==> src/rtl/scfl_pkg.sv <==
// ----------------------------------------------------------------------------
// scfl_pkg
// Shared types, codes and default sizes for the size-class slot allocator.
// ----------------------------------------------------------------------------
`default_nettype none

package scfl_pkg;

   localparam int unsigned OP_W        = 2;
   localparam int unsigned ITEM_SIZE_W = 7;
   localparam int unsigned SLOT_ADDR_W = 8;
   localparam int unsigned GRANT_W     = 8;
   localparam int unsigned STATUS_W    = 2;

   localparam int unsigned MIN_ITEM_BYTES      = 8;
   localparam int unsigned MAX_ITEM_BYTES_DEF  = 64;
   localparam int unsigned SLOTS_PER_BLOCK_DEF = 32;
   localparam int unsigned MAX_BLOCKS_DEF      = 8;

   typedef enum logic [OP_W-1:0] {
      OP_ALLOC   = 2'd0,
      OP_FREE    = 2'd1,
      OP_RELEASE = 2'd2,
      OP_NONE    = 2'd3
   } op_type;

   typedef enum logic [STATUS_W-1:0] {
      ST_OK        = 2'd0,
      ST_OOM       = 2'd1,
      ST_BAD_SIZE  = 2'd2,
      ST_NULL_FREE = 2'd3
   } status_type;

   typedef enum logic [2:0] {
      S_IDLE,
      S_LOOKUP,
      S_SWEEP,
      S_FETCH,
      S_POP
   } state_type;

   // controller to datapath
   typedef struct packed {
      logic       capture;
      logic       open_start;
      logic       sweep_step;
      logic       link_read;
      logic       read_work;
      logic       free_write;
      logic       pop_write;
      logic       release_one;
      logic       release_all;
      logic       load_rsp;
      logic       grant_en;
      status_type rsp_status;
   } cmd_type;

   // datapath to controller
   typedef struct packed {
      op_type op;
      logic   size_ok;
      logic   size_zero;
      logic   is_null;
      logic   addr_ok;
      logic   head_empty;
      logic   blocks_full;
      logic   sweep_last;
   } stat_type;

endpackage

`default_nettype wire

==> src/rtl/scfl_ctrl.sv <==
// ----------------------------------------------------------------------------
// scfl_ctrl
// Sequencer for the allocator: request decode, block threading sweep,
// list pop and result register handshake.
// ----------------------------------------------------------------------------
`default_nettype none

module scfl_ctrl (
   input  wire logic               clock,
   input  wire logic               reset,
   input  wire logic               req_valid,
   output logic                    req_stall,
   output logic                    rsp_valid,
   input  wire logic               rsp_stall,
   input  wire scfl_pkg::stat_type stat,
   output scfl_pkg::cmd_type       cmd
);

   scfl_pkg::state_type state_ff;
   scfl_pkg::state_type state_in;
   logic                rsp_valid_ff;
   logic                rsp_valid_in;
   logic                out_free;
   logic                is_alloc;

   // the result register can take a word this cycle
   assign out_free  = !rsp_valid_ff || !rsp_stall;
   assign is_alloc  = (stat.op == scfl_pkg::OP_ALLOC) && stat.size_ok;
   assign req_stall = (state_ff != scfl_pkg::S_IDLE);
   assign rsp_valid = rsp_valid_ff;

   always_comb begin
      state_in = state_ff;
      unique case (state_ff)
         scfl_pkg::S_IDLE: begin
            if (req_valid) state_in = scfl_pkg::S_LOOKUP;
         end
         scfl_pkg::S_LOOKUP: begin
            if (is_alloc && !stat.head_empty) begin
               state_in = scfl_pkg::S_POP;
            end else if (is_alloc && !stat.blocks_full) begin
               state_in = scfl_pkg::S_SWEEP;
            end else if (out_free) begin
               state_in = scfl_pkg::S_IDLE;
            end
         end
         scfl_pkg::S_SWEEP: begin
            if (stat.sweep_last) state_in = scfl_pkg::S_FETCH;
         end
         scfl_pkg::S_FETCH: begin
            state_in = scfl_pkg::S_POP;
         end
         scfl_pkg::S_POP: begin
            if (out_free) state_in = scfl_pkg::S_IDLE;
         end
         default: begin
            state_in = scfl_pkg::S_IDLE;
         end
      endcase
   end

   always_comb begin
      cmd            = '0;
      cmd.rsp_status = scfl_pkg::ST_OK;
      unique case (state_ff)
         scfl_pkg::S_IDLE: begin
            cmd.capture = req_valid;
         end
         scfl_pkg::S_LOOKUP: begin
            if (is_alloc && !stat.head_empty) begin
               cmd.link_read = 1'b1;
            end else if (is_alloc && !stat.blocks_full) begin
               cmd.open_start = 1'b1;
            end else if (out_free) begin
               cmd.load_rsp = 1'b1;
               unique case (stat.op)
                  scfl_pkg::OP_ALLOC: begin
                     cmd.rsp_status = stat.size_ok ? scfl_pkg::ST_OOM
                                                   : scfl_pkg::ST_BAD_SIZE;
                  end
                  scfl_pkg::OP_FREE: begin
                     if (!stat.size_ok) begin
                        cmd.rsp_status = scfl_pkg::ST_BAD_SIZE;
                     end else if (stat.is_null) begin
                        cmd.rsp_status = scfl_pkg::ST_NULL_FREE;
                     end else begin
                        cmd.free_write = stat.addr_ok;
                     end
                  end
                  scfl_pkg::OP_RELEASE: begin
                     if (stat.size_zero) begin
                        cmd.release_all = 1'b1;
                     end else if (stat.size_ok) begin
                        cmd.release_one = 1'b1;
                     end else begin
                        cmd.rsp_status = scfl_pkg::ST_BAD_SIZE;
                     end
                  end
                  default: begin
                     cmd.rsp_status = scfl_pkg::ST_OK;
                  end
               endcase
            end
         end
         scfl_pkg::S_SWEEP: begin
            cmd.sweep_step = 1'b1;
         end
         scfl_pkg::S_FETCH: begin
            cmd.link_read = 1'b1;
            cmd.read_work = 1'b1;
         end
         scfl_pkg::S_POP: begin
            if (out_free) begin
               cmd.pop_write = 1'b1;
               cmd.load_rsp  = 1'b1;
               cmd.grant_en  = 1'b1;
            end
         end
         default: begin
            cmd.capture = 1'b0;
         end
      endcase
   end

   assign rsp_valid_in = cmd.load_rsp || (rsp_valid_ff && rsp_stall);

   always_ff @(posedge clock) begin
      if (reset) begin
         state_ff     <= scfl_pkg::S_IDLE;
         rsp_valid_ff <= 1'b0;
      end else begin
         state_ff     <= state_in;
         rsp_valid_ff <= rsp_valid_in;
      end
   end

`ifndef ASSERT_OFF
   a_accept_to_lookup: assert property (@(posedge clock) disable iff (reset)
      (req_valid && !req_stall) |=> (state_ff == scfl_pkg::S_LOOKUP))
      else $error("accepted word did not move to lookup");

   a_sweep_exit: assert property (@(posedge clock) disable iff (reset)
      (state_ff == scfl_pkg::S_SWEEP) |=>
         (state_ff == scfl_pkg::S_SWEEP || state_ff == scfl_pkg::S_FETCH))
      else $error("threading sweep left to wrong state");

   a_no_overwrite: assert property (@(posedge clock) disable iff (reset)
      cmd.load_rsp |-> (!rsp_valid_ff || !rsp_stall))
      else $error("result register overwritten while stalled");
`endif

endmodule

`default_nettype wire

==> config.mk <==
export PLATFORM = sky130hd
export DESIGN_NAME = scfl_ctrl
export DESIGN_NICKNAME = d
export VERILOG_FILES = /design/src/rtl/scfl_pkg.sv /design/src/rtl/scfl_ctrl.sv
export SDC_FILE = /design/constraint.sdc
export NUM_CORES = 1
export LEC_CHECK = 0
export BUFFER_PORTS_ARGS = -buffer_cell sky130_fd_sc_hd__buf_2
export CORE_AREA = 5 5 42 44
export DETAILED_ROUTE_END_ITERATION = 10
export DIE_AREA = 0 0 47 49
export HOLD_SLACK_MARGIN = 0.08
export SLEW_MARGIN = 20
export SYNTH_ARGS = -nofsm -noshare
export SYNTH_HDL_FRONTEND = slang
export SYNTH_SLANG_ARGS = --single-unit
==> constraint.sdc <==
create_clock -name clock -period 1.6 [get_ports clock]
set_clock_uncertainty 0.05 [all_clocks]
set_input_delay 0.32 -clock clock [delete_from_list [all_inputs] [get_ports clock]]
set_output_delay 0.32 -clock clock [all_outputs]
set_load 0.03 [all_outputs]
==> results of run 1 <==
metrics by stage:
step | hold WS (ns) | power (mW) | setup TNS [ns]
after global routing | 0.267 | 0.397 | -0.919
after CTS | 0.240 | 0.376 | -0.483
final | 0.249 | 0.377 | -0.376
after global placement | 0.426 | 0.222 | -0.0655
after detailed placement | 0.430 | 0.223 | -0.144
after floorplan | 0.339 | 0.173 | -0.0127
area by class of cell:
class                   instances  area, um2  area share (%)
repair buffers                 39        315            39.6
flip-flops and latches          4       87.6            11.0
clock buffers                   3       22.5            2.83
inverters                       3       11.3            1.41
well taps                      16       20.0            2.51
multi-input cells              43        340            42.7
worst register-to-register path: stages, from the launching register on:
cell     delay (ns)
dfxtp_2        0.32
buf_6          0.11
buf_6          0.11
buf_6          0.12
nor4_1         0.36
a41o_1         0.15
layer usage:
layer | share of wire, % | vias up | track usage (%)
met1 | 40 | 245 | 16.3
li1 | - | 269 | -
met3 | 6.4 | 4 | 1.11
met4 | 2.7 | 0 | 5.53
met2 | 51 | 21 | 20.4
met5 | 0 | - | 0
state kept, by name (all words and copies together) (netlist names):
signal     count
state_ff       3
rsp_valid      1
repair_timing:
item                       CTS  global route
setup buffers                2             2
pin swaps                    8             4
setup endpoints to repair   12            13
resized for setup           28            16
Yosys cell counts (all sizes together):
cell / number
mux2i: 1
and2: 1
and4: 1
dfxtp: 4
nand2b: 2
nand2: 4
a311o: 1
o21a: 1
nand3b: 1
o31ai: 1
nor2b: 5
and4b: 3
o22ai: 1
buf: 3
nor3b: 1
a21boi: 1
and3: 2
a41o: 1
a21oi: 2
inv: 3
nand4b: 2
nor2: 7
nor3: 2
xnor2: 1
nor4: 1
or3: 1
path summary, 6_finish.rpt:
| kind | to | slack [ns] | depth (start not counted) |
|---|---|---|---|
| worst max-delay path | cmd[5] | -0.07 | 4 |
| worst min-delay path | rsp_valid$_SDFF_PP0_ | 0.25 | 2 |
| worst max register to register | state_ff[0]$_SDFFE_PP0P_ | 0.31 | 5 |
| worst min register to register | rsp_valid$_SDFF_PP0_ | 0.56 | 3 |
cell families (layout without fill, tap and decap cells):
logic type | count (synthesis) | in the layout | synth area share [%]
AND/OR/NAND/NOR | 33 | 33 | 52.1
AO/OA/AOI/OAI | 8 | 8 | 15.1
buffers and inverters | 6 | 45 | 7.40
flip-flops | 4 | 4 | 20.6
XOR/XNOR | 1 | 1 | 2.25
multiplexers | 1 | 1 | 2.57
power breakdown:
part | internal (mW) | switching [mW] | total (mW)
logic | 0.0711 | 0.0714 | 0.143
registers | 0.104 | 0.00499 | 0.109
clock network | 0.0839 | 0.0413 | 0.125
==> flow_metrics.py, run 1 <==
metrics = {
    "sta": {
        "fin_crit_ns": 1.67,
        "slew_headroom_pct": 75.7,
        "hold_viol": 0,
        "rsz0062_at_grt": "true",
        "finalCritPeriodShare_pct": 104,
        "fmax_ghz": 0.599,
        "setup_viol": 7,
        "worst-slew-pin-transition_ns": 0.361,
        "slew_violations": 0,
        "fin_ws_ns": -0.0685,
    },
    "logic_synthesis": {
        "syn-instance-count": 53,
        "synth_top_area_share_pct": 20.6,
        "yosysTopAreaCell": "dfxtp_1",
        "yosysSeqAreaShare_pct": 20.6,
        "synthTopCellsByArea": "dfxtp_1 21%, nor2b_1 8.0%, and4b_1 7.7%, nor2_1 6.8%, nand4b_1 4.5%",
        "synth_cell_types": 28,
        "yosys_register_bits": 4,
        "synth_fp_nets": 66,
        "syn-mean-instance-area_um2": 7.34,
        "synthesis.area_um2": 389,
        "yosys_warnings": 0,
    },
    "drt": {
        "vias_per_cell": 4.99,
        "wl_per_cell_um": 12.9,
        "vias": 539,
        "detail-route-antenna-nets": 0,
        "wl_um": 1390,
        "drc": 0,
        "drtIter0Drc": 7,
        "drt_pass1_iterations": 4,
    },
    "outcome": {
        "violations": "negative setup slack",
        "status": "finished, violations left",
    },
    "hold_path": {
        "min_from": "reset",
        "min_path_type": "primary input to flip-flop",
    },
    "die": {
        "fp.dieW_um": 47,
        "dieArea_mm2": 0.00230,
        "coreArea_mm2": 0.00140,
        "dieHeight_um": 49,
        "rows": 14,
        "initial_core_util_pct": 27.8,
        "ios": 28,
    },
    "place": {
        "dpl.hpwl_um": 1010,
        "dp.cells": 101,
        "place_congestion": 0.769,
        "port_buffers": 27,
        "dp_slack_ns": -0.0541,
        "postPlaceCellArea_um2": 606,
    },
    "layout": {
        "layout_commonest_cell": "buf_6",
        "drive_gt1_share_pct": 65.2,
        "layout_common_cells": "16 x buf_6, 15 x buf_2, 8 x buf_4",
        "design_area_um2": 797,
        "utilization_pct": 56.9,
        "final_nets": 107,
        "fill_cells": 143,
        "num_antenna_cells": 0,
        "stdcell_count": 108,
        "syn_to_final_growth_pct": 105,
    },
    "setup_path": {
        "crit_slowest_cell": "dfxtp_2",
        "critPathBufInv": 1,
        "required_ns": 1.23,
        "crit_path_max_incr_delay_ns": 0.31,
        "r2r-start": "state_ff[2]$_SDFFE_PP0P_",
        "worstPathArrival_ns": 1.30,
        "critPathMaxFanout": 5,
        "crit_start": "rsp_valid$_SDFF_PP0_",
        "path_cells": "and2_4, nor3_4, and4b_2, buf_6",
        "crit_family": "simple AND/OR/NAND/NOR gates",
        "worstSetupPathType": "flip-flop to output port",
        "end_kind": "output port",
        "critPathLaunchType": "flip-flop",
    },
    "clock_tree": {
        "cts_buffer_depth": 2,
        "clkLatencyLatePin_ns": 0.23,
        "clk_pin_slew_ns": 0.04,
        "ctsHoldBuffers": 0,
        "cts.sinks": 4,
        "cts_tree": "done",
        "ctsRootBufferMaster": "clkbuf_4",
        "htreeDepth": 1,
        "cts_made_buffers": 3,
    },
    "pwr": {
        "leakagePower_nw": 0.374,
        "power_density_mw_per_mm2": 472,
        "vdd_ir_drop_max_mv": 0.371,
    },
    "run": {
        "cap_viol_max_count": 0,
    },
    "grt": {
        "overflow": 0,
        "antenna_found_initial": 0,
        "grt_max_degree": 8,
        "grt_pass1_vias": 508,
        "grt_pass1_wl_um": 2170,
        "track_usage_pct": 12.6,
    },
}
(Power assumes the default switching activity.)
==> run 2: changes to the inputs <==
--- a/config.mk
+++ b/config.mk
@@ -5,6 +5,7 @@
 export SDC_FILE = /design/constraint.sdc
 export NUM_CORES = 1
 export LEC_CHECK = 0
+export ABC_AREA = 1
 export BUFFER_PORTS_ARGS = -buffer_cell sky130_fd_sc_hd__buf_2
 export CORE_AREA = 5 5 42 44
 export DETAILED_ROUTE_END_ITERATION = 10
==> run 2 against run 1 <==
  * The flow still finishes with violations (negative setup slack)
  * Sequential power about the same
  * Synthesized area fell by 1.9%
  * Die area unchanged
  * Synthesized cell count increased by 28%
  * Global-route usage shrank 2.1 points
  * Non-clock buffer count fell by 4
==> flow_metrics.py, run 2 <==
metrics = {
    "die": {
        "rows": 14,
        "dieHeight_um": 49,
        "dieArea_mm2": 0.00230,
        "fp.dieW_um": 47,
        "ios": 28,
        "coreArea_mm2": 0.00140,
        "initial_core_util_pct": 27.2,
    },
    "sta": {
        "fin_ws_ns": -0.0422,
        "finalCritPeriodShare_pct": 103,
        "worst-slew-pin-transition_ns": 0.191,
        "fmax_ghz": 0.609,
        "hold_viol": 0,
        "rsz0062_at_grt": "true",
        "fin_crit_ns": 1.64,
        "slew_violations": 0,
        "setup_viol": 6,
        "setup_tns_ns": -0.158,
        "slew_headroom_pct": 87.1,
    },
    "logic_synthesis": {
        "async_reset_ff_share_pct": 0,
        "synth_top_area_share_pct": 21.0,
        "syn-mean-instance-area_um2": 5.61,
        "yosys_warnings": 0,
        "synthesis.area_um2": 382,
        "synthTopCellsByArea": "dfxtp_1 21%, inv_1 14%, nand2_1 14%, nor2_1 9.8%, nand3_1 5.2%",
        "syn-instance-count": 68,
        "yosysSeqAreaShare_pct": 21.0,
        "synth_fp_nets": 81,
        "synth_common_cells": "14 x inv_1, 14 x nand2_1, 10 x nor2_1",
        "synth_edf_count": 0,
        "synth_flop_cell": "dfxtp_1",
        "synth_cell_types": 19,
        "yosysTopAreaCell": "dfxtp_1",
        "yosys_register_bits": 4,
    },
    "grt": {
        "grt_pass1_vias": 516,
        "grt_pass1_wl_um": 1830,
        "grt-busiest-layer": "met2",
        "antenna_found_initial": 0,
        "use_met1_pct": 10.3,
        "use_met2_pct": 18.8,
        "track_usage_pct": 10.5,
        "overflow": 0,
        "grt_use_met3_pct": 1.85,
        "grt_max_degree": 8,
    },
    "clock_tree": {
        "cts_made_buffers": 3,
        "cts_tree": "done",
        "clkLatencyLatePin_ns": 0.23,
        "ctsHoldBuffers": 0,
        "htreeDepth": 1,
        "cts.sinks": 4,
        "cts_buffer_depth": 2,
        "clk_pin_slew_ns": 0.03,
        "ctsRootBufferMaster": "clkbuf_4",
    },
    "pwr": {
        "leakagePower_nw": 0.403,
        "power_density_mw_per_mm2": 555,
        "vdd_ir_drop_max_mv": 0.346,
    },
    "hold_path": {
        "min_from": "reset",
        "min_path_type": "primary input to flip-flop",
    },
    "drt": {
        "drtIter0Drc": 11,
        "vias_per_cell": 4.63,
        "detail-route-antenna-nets": 0,
        "drt_pass1_iterations": 4,
        "wl_per_cell_um": 9.99,
        "vias": 560,
        "drc": 0,
        "wl_um": 1210,
    },
    "setup_path": {
        "required_ns": 1.23,
        "crit_start": "state_ff[2]$_SDFFE_PP0P_",
        "worstSetupPathType": "flip-flop to output port",
        "end_kind": "output port",
        "critPathMaxFanout": 7,
        "worstPathArrival_ns": 1.27,
        "r2r-start": "state_ff[2]$_SDFFE_PP0P_",
        "critPathLaunchType": "flip-flop",
    },
    "layout": {
        "utilization_pct": 48.4,
        "num_antenna_cells": 0,
        "layout_commonest_cell": "buf_2",
        "final_nets": 120,
        "drive_gt1_share_pct": 52.4,
        "largest_register_ffs": 3,
        "fill_cells": 158,
        "top_register": "state_ff",
        "syn_to_final_growth_pct": 77.7,
        "layout_common_cells": "18 x buf_2, 15 x buf_4, 14 x inv_1, 14 x nand2_1, 8 x nor2_1",
    },
    "place": {
        "dp_slack_ns": 0.0238,
        "place_congestion": 0.771,
        "dpl.hpwl_um": 942,
        "port_buffers": 27,
    },
    "outcome": {
        "violations": "negative setup slack",
        "status": "finished, violations left",
    },
    "run": {
        "cap_viol_max_count": 0,
    },
}
-- run 2: cell types whose count changed in the layout (fill, tap and decap cells not counted), sizes merged, moves of 2 or more --
| cell | before | now |
|---|---|---|
| and3 | 2 | 0 |
| and4b | 3 | 0 |
| buf | 39 | 34 |
| inv | 3 | 16 |
| nand2 | 4 | 16 |
| nand2b | 2 | 0 |
| nand3 | 0 | 5 |
| nand4 | 0 | 2 |
| nand4b | 2 | 0 |
| nor2 | 7 | 12 |
| nor2b | 5 | 0 |
| nor3 | 2 | 4 |
| o21ai | 0 | 4 |
-- run 2: per-stage QoR --
stage               power [mW]  area [um2]  hold slack, ns  cells
finish                   0.376         678           0.219    121
global route             0.401         678           0.218    121
CTS                      0.381         659           0.212    120
detailed placement       0.241         578           0.465    115
global placement         0.241         578           0.465    115
floorplan                0.191         393           0.339     68
-- run 2: final timing paths --
path | slack, ns | cells past startpoint | to
worst max register to register | 0.56 | 6 | state_ff[2]$_SDFFE_PP0P_
worst min-delay path | 0.22 | 2 | state_ff[2]$_SDFFE_PP0P_
worst max-delay path | -0.04 | 8 | cmd[7]
worst min register to register | 0.52 | 3 | state_ff[0]$_SDFFE_PP0P_
-- run 2: critical path, stage by stage (launching register included) --
cell	delay, ns
dfxtp_2	0.31
inv_2	0.07
nand2_4	0.05
nor2_4	0.09
nand2_1	0.07
inv_2	0.06
nand2_4	0.08
nor3_2	0.12
buf_4	0.18
-- run 2: logic make-up after synthesis --
| logic type | count (synthesis) | synth area share (%) |
|---|---|---|
| and+or+nand+nor | 40 | 50.8 |
| DFF | 4 | 21.0 |
| AOI/OAI and AO/OA | 7 | 10.5 |
| buffers and inverters | 17 | 17.7 |
-- run 2: layer usage --
metal | vias up | share of wire, %
met5 | - | 0
met4 | 0 | 0
met3 | 0 | 10
met2 | 24 | 51
met1 | 245 | 39
li1 | 291 | -
-- run 2: power breakdown --
group	switching [mW]	internal, mW
clock	0.0366	0.0836
sequential	0.00419	0.106
combinational	0.0885	0.0578
total	0.129	0.247
-- run 2: final cells by class --
class | instances | area [um2] | share of cell area, %
multi-input cells | 47 | 270 | 39.9
repair buffers | 35 | 221 | 32.7
flip-flops and latches | 4 | 83.8 | 12.4
inverters | 16 | 60.1 | 8.86
clock buffers | 3 | 22.5 | 3.32
well taps | 16 | 20.0 | 2.95
-- run 2: repair_timing --
| action | CTS | global route |
|---|---|---|
| hold endpoints to repair | 0 | 0 |
| setup endpoints to repair | 7 | 10 |
| resized for setup | 15 | 4 |
| setup buffers | 2 | 1 |
| pin swaps | 1 | 1 |
==> run 3: changes to the inputs <==
==> constraint.sdc (replaced) <==
create_clock -name clock -period 1.4 [get_ports clock]
set_clock_uncertainty 0.05 [all_clocks]
set_input_delay 0.28 -clock clock [delete_from_list [all_inputs] [get_ports clock]]
set_output_delay 0.28 -clock clock [all_outputs]
set_load 0.03 [all_outputs]
==> run 3 against run 2 <==
  * Critical endpoint is now cmd[0]
  * The flow still finishes with violations (negative setup slack)
  * Register-to-register slack got worse by 0.32 ns
  * Critical path depth is the same
  * Flip-flop and latch count unchanged
  * Clock power is 17% higher
  * Largest power group unchanged
==> flow_metrics.py, run 3 (synthesized netlist as in run 2, its figures left out) <==
metrics = {
    "layout": {
        "syn_to_final_growth_pct": 120,
        "layout_common_cells": "20 x buf_4, 13 x buf_2, 11 x inv_1",
        "drive_gt1_share_pct": 64.6,
        "multi_input_area_um2": 319,
        "stdcell_count": 129,
        "top_register": "state_ff",
        "num_antenna_cells": 0,
        "final_nets": 128,
        "layout_commonest_cell": "buf_4",
        "design_area_um2": 838,
        "fill_cells": 146,
        "seq_area_um2": 88.8,
        "largest_register_ffs": 3,
    },
    "drt": {
        "drtIter0Drc": 8,
        "drc": 0,
        "wl_um": 1450,
        "wl_per_cell_um": 11.3,
        "drt_pass1_iterations": 4,
        "vias_per_cell": 4.47,
        "detail-route-antenna-nets": 0,
        "vias": 576,
    },
    "clock_tree": {
        "cts_tree": "done",
        "clkLatencyLatePin_ns": 0.23,
        "cts_buffer_depth": 2,
        "cts.sinks": 4,
        "cts_made_buffers": 3,
        "clk_pin_slew_ns": 0.04,
        "ctsRootBufferMaster": "clkbuf_4",
        "ctsHoldBuffers": 0,
        "htreeDepth": 1,
    },
    "place": {
        "postPlaceCellArea_um2": 666,
        "dp.cells": 122,
        "port_buffers": 27,
        "dp_slack_ns": -0.0996,
        "dpl.hpwl_um": 1060,
        "place_congestion": 0.853,
    },
    "outcome": {
        "status": "finished, violations left",
        "violations": "negative setup slack",
    },
    "pwr": {
        "total_power_mw": 0.481,
        "leakagePower_nw": 0.454,
        "power_density_mw_per_mm2": 573,
        "vdd_ir_drop_max_mv": 0.431,
    },
    "sta": {
        "rsz0062_at_grt": "true",
        "hold_viol": 0,
        "finalCritPeriodShare_pct": 113,
        "slew_headroom_pct": 86.0,
        "fin_ws_ns": -0.188,
        "slew_violations": 0,
        "fin_crit_ns": 1.59,
        "fmax_ghz": 0.630,
        "setup_viol": 10,
        "worst-slew-pin-transition_ns": 0.208,
    },
    "setup_path": {
        "critPathMaxFanout": 7,
        "path_cells": "inv_2, nand2_4, nor2_4, nand2_1, inv_2, nand2_4, nor3_2, buf_4",
        "required_ns": 1.07,
        "critPathLaunchType": "flip-flop",
        "worstSetupPathType": "flip-flop to output port",
        "end_kind": "output port",
        "crit_path_max_incr_delay_ns": 0.31,
        "worstPathArrival_ns": 1.26,
        "crit_family": "simple AND/OR/NAND/NOR gates",
        "crit_slowest_cell": "dfxtp_2",
        "critPathBufInv": 3,
    },
    "hold_path": {
        "min_path_type": "primary input to flip-flop",
    },
    "die": {
        "dieArea_mm2": 0.00230,
        "dieHeight_um": 49,
        "fp.dieW_um": 47,
        "ios": 28,
        "initial_core_util_pct": 27.2,
        "coreArea_mm2": 0.00140,
        "rows": 14,
    },
    "grt": {
        "overflow": 0,
        "grt_max_degree": 8,
        "antenna_found_initial": 0,
        "track_usage_pct": 12.6,
        "grt_pass1_vias": 590,
        "grt_pass1_wl_um": 2210,
    },
    "run": {
        "cap_viol_max_count": 0,
    },
}
==> run 3: changes by cell type in the layout (fill, tap and decap cells not counted), sizes merged <==
| cell | delta |
|---|---|
| buf | +9 |
| clkbuf | -1 |
==> run 3: layout make-up <==
type | instances | share of cell area, %
repair buffers | 43 | 39.1
clock buffers | 3 | 2.69
well taps | 16 | 2.39
flip-flops and latches | 4 | 10.6
multi-input cells | 47 | 38.1
inverters | 16 | 7.16
==> run 3: repair_timing <==
action | CTS | global route
resized for setup | 31 | 11
pin swaps | 0 | 4
buffers inserted | 2 | 2
endpoints found under the setup margin | 14 | 14
==> run 3: power breakdown <==
group | internal, mW | total, mW | switching, mW
clock network | 0.0957 | 0.140 | 0.0445
logic | 0.0961 | 0.215 | 0.119
registers | 0.119 | 0.126 | 0.00708
==> run 3: metrics by stage <==
stage	utilization (%)	TNS [ns]	hold slack (ns)
floorplan	-	-0.413	0.299
global placement	47.5	-0.281	0.422
detailed placement	47.5	-0.405	0.430
CTS	56.0	-1.45	0.174
global route	59.8	-2.44	0.173
finish	59.8	-1.39	0.180
==> run 3: worst paths after layout <==
path | endpoint | slack [ns] | cells after the start | start
setup / recovery | cmd[0] | -0.19 | 8 | state_ff[2]$_SDFFE_PP0P_
hold / removal | state_ff[2]$_SDFFE_PP0P_ | 0.18 | 2 | reset
setup reg to reg | state_ff[0]$_SDFFE_PP0P_ | 0.24 | 7 | state_ff[0]$_SDFFE_PP0P_
hold reg to reg | rsp_valid$_SDFF_PP0_ | 0.57 | 4 | rsp_valid$_SDFF_PP0_
==> run 3: layer usage <==
metal	wire length [um]	GRT usage (%)	vias to the layer above
li1	-	-	302
met1	575	15.8	258
met2	789	19.9	16
met3	89	2.58	0
met4	0	5.53	0
met5	0	0	-
